### src/hdl/ipd_pkg.sv
// Shared widths, types and limits for the inner-product distance core.
`timescale 1ns / 1ps

package ipd_pkg;

    // Lane count and field widths
    localparam int LANES      = 4;
    localparam int ELEM_BITS  = 16;
    localparam int COUNT_BITS = 3;
    localparam int ACC_BITS   = 48;
    localparam int FRAC_BITS  = 30;
    localparam int OUT_BITS   = 48;

    // Derived widths
    localparam int PROD_BITS      = 2 * ELEM_BITS;
    localparam int SUM_BITS       = PROD_BITS + $clog2(LANES) + 1;
    localparam int WIDE_BITS      = ((ACC_BITS > OUT_BITS) ? ACC_BITS : OUT_BITS) + 1;
    localparam int S_PAYLOAD_BITS = 2 * LANES * ELEM_BITS + COUNT_BITS;
    localparam int S_TDATA_BITS   = ((S_PAYLOAD_BITS + 7) / 8) * 8;
    localparam int M_TDATA_BITS   = ((OUT_BITS + 7) / 8) * 8;
    localparam int COUNT_LSB      = 2 * LANES * ELEM_BITS;

    // Output modes
    localparam logic MODE_DISTANCE = 1'b0;
    localparam logic MODE_DOT      = 1'b1;

    typedef logic signed [ELEM_BITS-1:0] elem_t;
    typedef logic signed [PROD_BITS-1:0] prod_t;
    typedef logic signed [SUM_BITS-1:0]  sum_t;
    typedef logic signed [ACC_BITS-1:0]  acc_t;
    typedef logic signed [WIDE_BITS-1:0] wide_t;

    // Saturation limits, held at the wide width
    localparam wide_t ACC_MAX_W = (wide_t'(1) <<< (ACC_BITS - 1)) - wide_t'(1);
    localparam wide_t ACC_MIN_W = -ACC_MAX_W - wide_t'(1);
    localparam wide_t OUT_MAX_W = (wide_t'(1) <<< (OUT_BITS - 1)) - wide_t'(1);
    localparam wide_t OUT_MIN_W = -OUT_MAX_W - wide_t'(1);
    localparam wide_t ONE_W     = wide_t'(1) <<< FRAC_BITS;

    // Accumulator limits at its own width
    localparam acc_t ACC_MAX = {1'b0, {(ACC_BITS - 1){1'b1}}};
    localparam acc_t ACC_MIN = {1'b1, {(ACC_BITS - 1){1'b0}}};

    // Control carried alongside a request through the pipeline
    typedef struct packed {
        logic valid;
        logic last;
    } stage_ctl_t;

endpackage

### src/hdl/ipd_lane.sv
// One multiply lane: masked Q1.15 x Q1.15 product into a Q2.30 register.
`timescale 1ns / 1ps

module ipd_lane (
    input  logic          aclk,
    input  logic          adv,
    input  logic          lane_on,
    input  ipd_pkg::elem_t first_elem,
    input  ipd_pkg::elem_t second_elem,
    output ipd_pkg::prod_t prod_reg
);
    import ipd_pkg::*;

    prod_t prod_next;

    // Exact product; idle lanes contribute zero
    always_comb begin
        prod_next = first_elem * second_elem;
        if (!lane_on) begin
            prod_next = '0;
        end
    end

    always_ff @(posedge aclk) begin
        if (adv) begin
            prod_reg <= prod_next;
        end
    end

endmodule

### src/hdl/ipd_merge.sv
// Merge stage: lane sum, saturating accumulator, result and output register.
`timescale 1ns / 1ps

module ipd_merge (
    input  logic                                 aclk,
    input  logic                                 aresetn,
    input  logic                                 output_mode,
    input  ipd_pkg::stage_ctl_t                  lane_ctl,
    input  ipd_pkg::prod_t                       lane_prod [ipd_pkg::LANES],
    output logic                                 adv,
    output logic                                 m_tvalid,
    input  logic                                 m_tready,
    output logic [ipd_pkg::M_TDATA_BITS-1:0]     m_tdata,
    output logic                                 m_tuser
);
    import ipd_pkg::*;

    // Sum stage
    sum_t       sum_reg, sum_next;
    stage_ctl_t sum_ctl_reg;

    // Accumulate stage
    acc_t                 acc_reg, acc_next;
    logic                 seen_reg, seen_next;
    acc_t                 fin_acc_reg;
    logic                 fin_sat_reg;
    logic                 fin_valid_reg;
    logic signed [ACC_BITS:0] acc_sum;
    acc_t                 acc_new;
    logic                 acc_ovf;

    // Output stage
    logic                    m_tvalid_reg;
    logic [M_TDATA_BITS-1:0] m_tdata_reg, m_tdata_next;
    logic                    m_tuser_reg, m_tuser_next;
    wide_t                   res_w;
    logic                    res_sat;
    logic                    out_free;

    // Output register is free or being taken; the pipeline only holds when a
    // finished result has to wait behind a result still in the output register
    assign out_free = !m_tvalid_reg || m_tready;
    assign adv      = out_free || !fin_valid_reg;
    assign m_tvalid = m_tvalid_reg;
    assign m_tdata  = m_tdata_reg;
    assign m_tuser  = m_tuser_reg;

    // Lane adder
    always_comb begin
        sum_next = '0;
        for (int i = 0; i < LANES; i++) begin
            sum_next = sum_next + SUM_BITS'(lane_prod[i]);
        end
    end

    always_ff @(posedge aclk) begin
        if (adv) begin
            sum_reg <= sum_next;
        end
    end

    always_ff @(posedge aclk) begin
        if (!aresetn) begin
            sum_ctl_reg <= '0;
        end else if (adv) begin
            sum_ctl_reg <= lane_ctl;
        end
    end

    // Saturating accumulate; one extra bit catches overflow
    always_comb begin
        acc_sum = (ACC_BITS + 1)'(acc_reg) + (ACC_BITS + 1)'(sum_reg);
        acc_ovf = acc_sum[ACC_BITS] != acc_sum[ACC_BITS-1];
        if (acc_ovf) begin
            acc_new = acc_sum[ACC_BITS] ? ACC_MIN : ACC_MAX;
        end else begin
            acc_new = acc_sum[ACC_BITS-1:0];
        end
        acc_next  = acc_reg;
        seen_next = seen_reg;
        if (sum_ctl_reg.valid) begin
            if (sum_ctl_reg.last) begin
                acc_next  = '0;
                seen_next = 1'b0;
            end else begin
                acc_next  = acc_new;
                seen_next = seen_reg | acc_ovf;
            end
        end
    end

    always_ff @(posedge aclk) begin
        if (!aresetn) begin
            acc_reg       <= '0;
            seen_reg      <= 1'b0;
            fin_valid_reg <= 1'b0;
        end else if (adv) begin
            acc_reg       <= acc_next;
            seen_reg      <= seen_next;
            fin_valid_reg <= sum_ctl_reg.valid && sum_ctl_reg.last;
        end
    end

    // Final value of the vector pair
    always_ff @(posedge aclk) begin
        if (adv) begin
            fin_acc_reg <= acc_new;
            fin_sat_reg <= seen_reg | acc_ovf;
        end
    end

    // Result: distance or dot; distance clamped to accumulator range, then both to output range
    always_comb begin
        res_sat = fin_sat_reg;
        if (output_mode == MODE_DOT) begin
            res_w = WIDE_BITS'(fin_acc_reg);
        end else begin
            res_w = ONE_W - WIDE_BITS'(fin_acc_reg);
            if (res_w > ACC_MAX_W) begin
                res_w   = ACC_MAX_W;
                res_sat = 1'b1;
            end else if (res_w < ACC_MIN_W) begin
                res_w   = ACC_MIN_W;
                res_sat = 1'b1;
            end
        end
        if (res_w > OUT_MAX_W) begin
            res_w   = OUT_MAX_W;
            res_sat = 1'b1;
        end else if (res_w < OUT_MIN_W) begin
            res_w   = OUT_MIN_W;
            res_sat = 1'b1;
        end
        m_tdata_next                = '0;
        m_tdata_next[OUT_BITS-1:0]  = res_w[OUT_BITS-1:0];
        m_tuser_next                = res_sat;
    end

    // Output register
    always_ff @(posedge aclk) begin
        if (!aresetn) begin
            m_tvalid_reg <= 1'b0;
        end else if (out_free) begin
            m_tvalid_reg <= fin_valid_reg;
        end
    end

    always_ff @(posedge aclk) begin
        if (out_free) begin
            m_tdata_reg <= m_tdata_next;
            m_tuser_reg <= m_tuser_next;
        end
    end

endmodule

### src/hdl/inner_product_distance_core.sv
// Top level of the inner-product distance core: lanes, merge and mode register.
`timescale 1ns / 1ps

// Accepts one request of four element pairs per clock, except while the
// pipeline holds, and adds the products of the valid lanes into a saturating
// 48-bit accumulator with 30 fraction bits. On the request marked tlast it
// emits one result, either 1.0 minus the dot product or the raw dot product
// as chosen by the mode register, with m_tuser set if any saturation
// happened, and then clears the accumulator. Throughput is one request per
// cycle while the pipeline does not hold; a result passes through the lane
// multiply, lane adder, accumulator and output registers before m_tvalid
// rises. Requests keep flowing while a result waits on m_tready; the pipeline
// holds only when a second finished result reaches the occupied output
// register. Write the mode only while the core is idle.

module inner_product_distance_core (
    input  logic                               aclk,
    input  logic                               aresetn,
    // Mode register write
    input  logic                               cfg_wr_en,
    input  logic                               cfg_wr_data,
    // Element pairs in
    input  logic                               s_tvalid,
    output logic                               s_tready,
    // first_elem0..3, second_elem0..3, valid_lanes, zero pad
    input  logic [ipd_pkg::S_TDATA_BITS-1:0]   s_tdata,
    input  logic                               s_tlast,
    // Result out
    output logic                               m_tvalid,
    input  logic                               m_tready,
    // result_value
    output logic [ipd_pkg::M_TDATA_BITS-1:0]   m_tdata,
    // saturated
    output logic                               m_tuser
);
    import ipd_pkg::*;

    logic                  mode_reg;
    logic                  adv;
    stage_ctl_t            lane_ctl_reg;
    prod_t                 lane_prod [LANES];
    logic [COUNT_BITS-1:0] valid_lanes;

    assign s_tready    = adv;
    assign valid_lanes = s_tdata[COUNT_LSB +: COUNT_BITS];

    // Mode register
    always_ff @(posedge aclk) begin
        if (!aresetn) begin
            mode_reg <= MODE_DISTANCE;
        end else if (cfg_wr_en) begin
            mode_reg <= cfg_wr_data;
        end
    end

    // Lane-stage control
    always_ff @(posedge aclk) begin
        if (!aresetn) begin
            lane_ctl_reg <= '0;
        end else if (adv) begin
            lane_ctl_reg.valid <= s_tvalid;
            lane_ctl_reg.last  <= s_tlast;
        end
    end

    // Multiply lanes; a count above LANES enables them all
    for (genvar g = 0; g < LANES; g++) begin : g_lane
        ipd_lane u_lane (
            .aclk        (aclk),
            .adv         (adv),
            .lane_on     (s_tvalid && (32'(valid_lanes) > g)),
            .first_elem  (s_tdata[g * ELEM_BITS +: ELEM_BITS]),
            .second_elem (s_tdata[(LANES + g) * ELEM_BITS +: ELEM_BITS]),
            .prod_reg    (lane_prod[g])
        );
    end

    ipd_merge u_merge (
        .aclk        (aclk),
        .aresetn     (aresetn),
        .output_mode (mode_reg),
        .lane_ctl    (lane_ctl_reg),
        .lane_prod   (lane_prod),
        .adv         (adv),
        .m_tvalid    (m_tvalid),
        .m_tready    (m_tready),
        .m_tdata     (m_tdata),
        .m_tuser     (m_tuser)
    );

endmodule

### config.mk
export PLATFORM = sky130hd
export DESIGN_NAME = inner_product_distance_core
export DESIGN_NICKNAME = d
export VERILOG_FILES = /design/src/hdl/ipd_pkg.sv /design/src/hdl/ipd_lane.sv /design/src/hdl/ipd_merge.sv /design/src/hdl/inner_product_distance_core.sv
export SDC_FILE = /design/constraint.sdc
export NUM_CORES = 2
export LEC_CHECK = 0
export BUFFER_PORTS_ARGS = -buffer_cell sky130_fd_sc_hd__buf_2
export CORE_ASPECT_RATIO = 0.8
export CORE_UTILIZATION = 45
export DETAILED_ROUTE_END_ITERATION = 12
export GPL_TIMING_DRIVEN = 0
export MAX_ROUTING_LAYER = met4
export PLACE_DENSITY_LB_ADDON = 0.05
export SETUP_SLACK_MARGIN = 0.15
export SYNTH_ARGS = -nofsm -noshare
export SYNTH_HDL_FRONTEND = slang
export SYNTH_SLANG_ARGS = --single-unit
### constraint.sdc
create_clock -name aclk -period 11.2 [get_ports aclk]
set_clock_uncertainty 0.05 [all_clocks]
set_input_delay 1.12 -clock aclk [delete_from_list [all_inputs] [get_ports aclk]]
set_output_delay 1.12 -clock aclk [all_outputs]
set_load 0.01 [all_outputs]
==> Word level (Yosys, flattened, before mapping) <==
Cells that the tools add are included.
{ "totals": {"reg_bits": 317, "latch_bits": 0, "ram_bits": 0, "mem_bits_ro": 0, "in_bits": 143, "output_inout_bits": 51, "wordCells": 59, "n_memories": 0} }
{ "op_classes": {"n_addsub": 5, "n_mul": 4, "div": 0, "order_cmp": 8, "eq_ne": 1, "shift": 0, "mux": 11, "bitwise": 1, "n_reduce_logical": 11} }
{ "ops": {"columns": ["op", "n"], "rows": [
  ["48-bit two-way mux", 4],
  ["49-bit two-way mux", 3],
  ["16-bit by 16-bit multiplier with 32-bit output", 4],
  ["49-bit by 48-bit > comparator with 1-bit output, second input constant", 2],
  ["49-bit by 48-bit < comparator with 1-bit output, second input constant", 2],
  ["48-bit by 35-bit adder with 49-bit output", 1],
  ["32-bit by 48-bit subtractor with 49-bit output, first input constant", 1],
  ["35-bit by 32-bit adder with 35-bit output", 1],
  ["33-bit by 32-bit adder with 34-bit output", 1],
  ["32-bit by 32-bit adder with 33-bit output", 1],
  ["3-bit by 1-bit > comparator with 1-bit output, second input constant", 2],
  ["3-bit by 2-bit > comparator with 1-bit output, second input constant", 2],
  ["1-bit logical AND", 5],
  ["1-bit two-way mux", 4],
  ["1-bit zero test", 2],
  ["1-bit logical OR", 2],
  ["2-bit AND reduction", 1],
  ["2-bit OR reduction", 1],
  ["1-bit inequality test", 1],
  ["1-bit bitwise OR", 1]
]} }

==> Longest topological paths before layout <==
{ "depth": {"ltp_word": 7, "ltp_mapped": 26, "ltp_nobuf": 26} }

==> Cells and area by module <==
A second synthesis with hierarchy kept.
{ "unflattened": {"hier_cells": 6184, "area_unflattened_um2": 58672.5} }
{ "modules_own_cells": {"columns": ["mod", "instances", "cells_per_inst", "area_each_um2", "seq_area_each_um2"], "rows": [
  ["ipd_merge", 1, 1395, 13650.6, 5054.8],
  ["ipd_lane (g_lane[3].u_lane)", 1, 1216, 11393.4, 960.9],
  ["ipd_lane (g_lane[1].u_lane)", 1, 1192, 11197.0, 960.9],
  ["ipd_lane (g_lane[0].u_lane)", 1, 1199, 11162.0, 960.9],
  ["ipd_lane (g_lane[2].u_lane)", 1, 1168, 11126.9, 960.9],
  ["inner_product_distance_core", 1, 14, 142.6, 60.1]
]} }

==> Least setup slack after synthesis <==
Ideal clock, no wire load.
{ "synth_path": {"path_type": "in2reg", "start": "input port m_tready", "end": "register u_merge.acc_reg[36]", "setup_ns": 0.059, "arrival_ns": 8.046, "t_required_ns": 11.091, "setup_slack_ns": 3.045, "path_stages": 9, "cell_sequence": "nor2b_1 > clkbuf_1 > nand2_1 > nand2_1 > nor3b_1 > and3_1 > clkbuf_1 > clkbuf_1 > a221o_1"} }
{ "synth_between": {"elab_chain_cells": 3} }
{ "synth_lines": {"columns": ["item", "line", "text"], "rows": [
  ["start: declaration", "inner_product_distance_core.sv:30", "input logic m_tready,"],
  ["1-bit logical OR", "ipd_merge.sv:42", "assign out_free = !m_tvalid_reg || m_tready;"],
  ["1-bit logical OR", "ipd_merge.sv:43", "assign adv = out_free || !fin_valid_reg;"],
  ["named net s_tready", "inner_product_distance_core.sv:24", "output logic s_tready,"],
  ["2-bit AND reduction (no line)", null, null],
  ["end signal: assignment", "ipd_merge.sv:98", "acc_reg <= acc_next;"],
  ["end: declaration", "ipd_merge.sv:23", "acc_t acc_reg, acc_next;"]
]} }
The timed path passes the listed nets, and every way through them passes these cells.
A chain may end at the register's enable or synchronous reset.

==> Worst setup path after layout <==
{ "layout_path": {"start": "input port s_tdata[42] (netlist name)", "end": "register g_lane[2].u_lane.prod_reg[31], data pin"} }
{ "layout_between": {"elab_chain_cells": 1} }
{ "layout_lines": {"columns": ["item", "line", "text"], "rows": [
  ["start: declaration", "inner_product_distance_core.sv:26", "input logic [ipd_pkg::S_TDATA_BITS-1:0] s_tdata,"],
  ["16-bit by 16-bit multiplier with 32-bit output", "ipd_lane.sv:18", "prod_next = first_elem * second_elem;"],
  ["end signal: assignment", "ipd_lane.sv:26", "prod_reg <= prod_next;"],
  ["end: declaration", "ipd_lane.sv:10", "output ipd_pkg::prod_t prod_reg"]
]} }
Every way passes these cells.

==> results.sh <==
export IMPL_min_period_ns=8.39
export IMPL_postSynth_asyncResetShare_pct=0
export IMPL_cts_root_buf="clkbuf_16"
export IMPL_placementRows=117
export IMPL_wl_per_cell_um=20.0
export IMPL_synthDistinctLibCells=89
export IMPL_grt_busiest_layer="met1"
export IMPL_syn_avg_cell_area_um2=9.50
export IMPL_layout_drive_gt1_share_pct=4.85
export IMPL_use_met2_pct=38.5
export IMPL_worstRegToRegCells=25
export IMPL_start_kind="primary input"
export IMPL_antenna_found_initial=10
export IMPL_dpl_cell_area_um2=61200
export IMPL_dieArea_um2=130000
export IMPL_ys_seq_elements=317
export IMPL_synth_ff_type="edfxtp_1"
export IMPL_gp_congestion=0.926
export IMPL_synth_area_um2=58000
export IMPL_drt_wl_total_um=162000
export IMPL_hold_path_class="reg -> reg"
export IMPL_synth_edf_count=261
export IMPL_synthTopCellsByArea="fa_1, edfxtp_1, ha_1, inv_1, and2_1"
export IMPL_drtIter0Drc=3343
export IMPL_use_met1_pct=39.2
export IMPL_clkSlewWorstSetupHoldPaths_ns=0.06
export IMPL_ctsResizeCount=0
export IMPL_required_ns=11.44
export IMPL_slew_headroom_pct=15.5
export IMPL_track_usage_pct=26.3
export IMPL_fin_area_um2=62300
export IMPL_max_cap_violations=0
export IMPL_synth_largest_area_cell="fa_1"
export IMPL_rrSetupSlack_ns=4.89
export IMPL_register_area_um2=8960
export IMPL_area_delta_synth_final_pct=7.38
export IMPL_clock_fmax_mhz=119
export IMPL_grt_max_degree=70
export IMPL_crit_top_cell="fa_1"
export IMPL_synth_nets=7776
export IMPL_ios=194
export IMPL_setup_viol=0
export IMPL_cts_htree_levels=1
export IMPL_clkSinkCount=317
export IMPL_die_w_um=403
export IMPL_cpPeakStageDelay_ns=0.65
export IMPL_cp_end_kind="flop"
export IMPL_cp_max_fo=10
export IMPL_io_buffers=188
export IMPL_synth_top_area_share_pct=37.4
export IMPL_timing_final_hold_violations=0
export IMPL_grt_pass1_vias=43100
export IMPL_largest_register_ff_count=128
export IMPL_via_per_inst=5.23
export IMPL_core_area_um2=128000
export IMPL_critical_path_class="in -> reg"
export IMPL_num_vias=42300
export IMPL_period_share_pct=74.9
export IMPL_crit_path_cell_trace="buf_2 > clkbuf_1 > nand2_1 > fa_1 > fa_1 > fa_1 > inv_1 > fa_1 > fa_1 > inv_1 > fa_1 > inv_1 > ha_1 > and4_1 > and3_1 > a32o_1 > o311ai_0 > a31oi_1 > a211oi_1 > o21bai_1 > a21oi_1 > o21ai_0 > xnor2_1 > nor2_1"
export IMPL_hold_end="u_merge.sum_ctl_reg[1]"
export IMPL_slew_viol_final=0
export IMPL_synth_most_common_cell="inv_1"
export IMPL_multi_input_area_um2=43700
export IMPL_hold_path_startpoint="lane_ctl_reg[1]"
export IMPL_holdBufCountCts=0
export IMPL_tightest_slew_ns=1.26
export IMPL_die_h_um=323
export IMPL_r2r_start="g_lane[0].u_lane.prod_reg[1]"
export IMPL_synth_commonest_cells="inv_1, fa_1, nand2_1, and2_1, ha_1"
export IMPL_rsz0062_at_grt="no"
export IMPL_ys_seq_area_share_pct=15.4
export IMPL_crit_slowest_cell="o311ai_0"
export IMPL_final_nets=8002
export IMPL_cts_buffer_depth=3
export IMPL_cts_tree="built"
export IMPL_ys_warn_count=0
export IMPL_dp_final_hpwl_um=138000
export IMPL_regToRegEndpoint="u_merge.sum_reg[34]"
export IMPL_fillCellCount=12300
export IMPL_syn_inst=6106
export IMPL_ant_nets=0
export IMPL_overflow=0
export IMPL_critPathArrivalTime_ns=8.64
export IMPL_status="complete, no violations"
export IMPL_initial_core_util_pct=45.5
export IMPL_numCtsBuffers=31
export IMPL_grt_first_pass_wirelength_um=255000
export IMPL_use_met3_pct=3.90
export IMPL_route_detailed_drc=0
export IMPL_min_path_cells=2
export IMPL_clock_latency_ns=0.59
export IMPL_cts_post_setup_buffers_inserted=0
export IMPL_firstDrtPassIters=5
## cells in the final DEF, fill, tap and decap left out, types with 12 or more instances in the layout
master        n
o31a_1       12
xnor2_1     163
o21ai_0     156
o31ai_1      15
nor3_1       83
nor4_1       19
nand2_1     610
fa_1       1083
xor2_1       78
a31oi_1      28
nor2_1      319
edfxtp_1    261
o21a_1       33
nand2b_1     41
and3_1       31
a211oi_1     25
ha_1        444
or2_2        18
a21oi_1     215
a21o_1       92
a221o_1      34
o21bai_1     29
nand4_1      23
clkbuf_16    31
buf_2       197
dfxtp_1      56
nand3_1      55
and2_1      518
maj3_1       36
inv_1      1191
or3_1        22
clkbuf_1    194
nor2b_1      38
## worst max path at each step
stage                            from                            end  slack (ns)  cells past startpoint
after floorplan              m_tready            u_merge.acc_reg[36]        3.04                      9
after global placement       m_tready            u_merge.acc_reg[36]       -0.53                     10
after detailed placement  s_tdata[42]  g_lane[2].u_lane.prod_reg[31]        2.37                     24
after CTS                 s_tdata[42]  g_lane[2].u_lane.prod_reg[31]        2.98                     24
after global routing      s_tdata[42]  g_lane[2].u_lane.prod_reg[31]        2.46                     24
final                     s_tdata[42]  g_lane[2].u_lane.prod_reg[31]        2.81                     24
## metrics by stage
step	TNS [ns]	std cells	hold WS (ns)	util, %	worst slack [ns]
after floorplan	0	6106	0.382	-	3.04
after global placement	-15.67	8019	0.407	47.9	-0.531
after detailed placement	0	8024	0.409	48.0	2.37
after CTS	0	8081	0.419	48.8	2.98
after global routing	0	8084	0.433	48.8	2.46
final	0	8085	0.415	48.8	2.81
## kinds of logic (layout without fill, tap and decap cells)
| group | Yosys count | in the layout | share of synthesized area (%) |
|---|---|---|---|
| xor gates and xnor gates | 241 | 241 | 3.64 |
| other | 0 | 4 | 0 |
| adders and majority gates | 1563 | 1563 | 47.6 |
| AOI/OAI and AO/OA | 754 | 754 | 8.50 |
| and+or+nand+nor | 1825 | 1825 | 15.6 |
| DFF | 317 | 317 | 15.4 |
| muxes | 3 | 3 | 0.0518 |
| buffers and inverters | 1403 | 1653 | 9.17 |
## worst max-delay path, delay by kind of cell
kind            cells  cell delay, ns
buf+inv             5            0.95
xor+xnor            1            0.30
compound gates      7            2.17
fa+ha+maj           7            3.35
simple gates        4            0.75
## final cells by class
cell class | count | area share (%)
clock buffers | 36 | 1.29
plain buffers | 210 | 1.35
repair buffers | 193 | 1.69
clock inverters | 21 | 0.394
inverters | 1193 | 7.19
multi-input cells | 4386 | 70.2
diodes | 4 | 0.0161
flip-flops and latches | 317 | 14.4
well taps | 1725 | 3.47
## per-layer routing
layer	wire, µm	vias up
li1	-	19700
met3	10300	152
met2	69900	1062
met5	0	-
met4	2660	0
met1	78800	21400
Power is left out: the tool's default activity adds up to more than one toggle a clock period on the data nets, which glitch-free logic cannot reach.
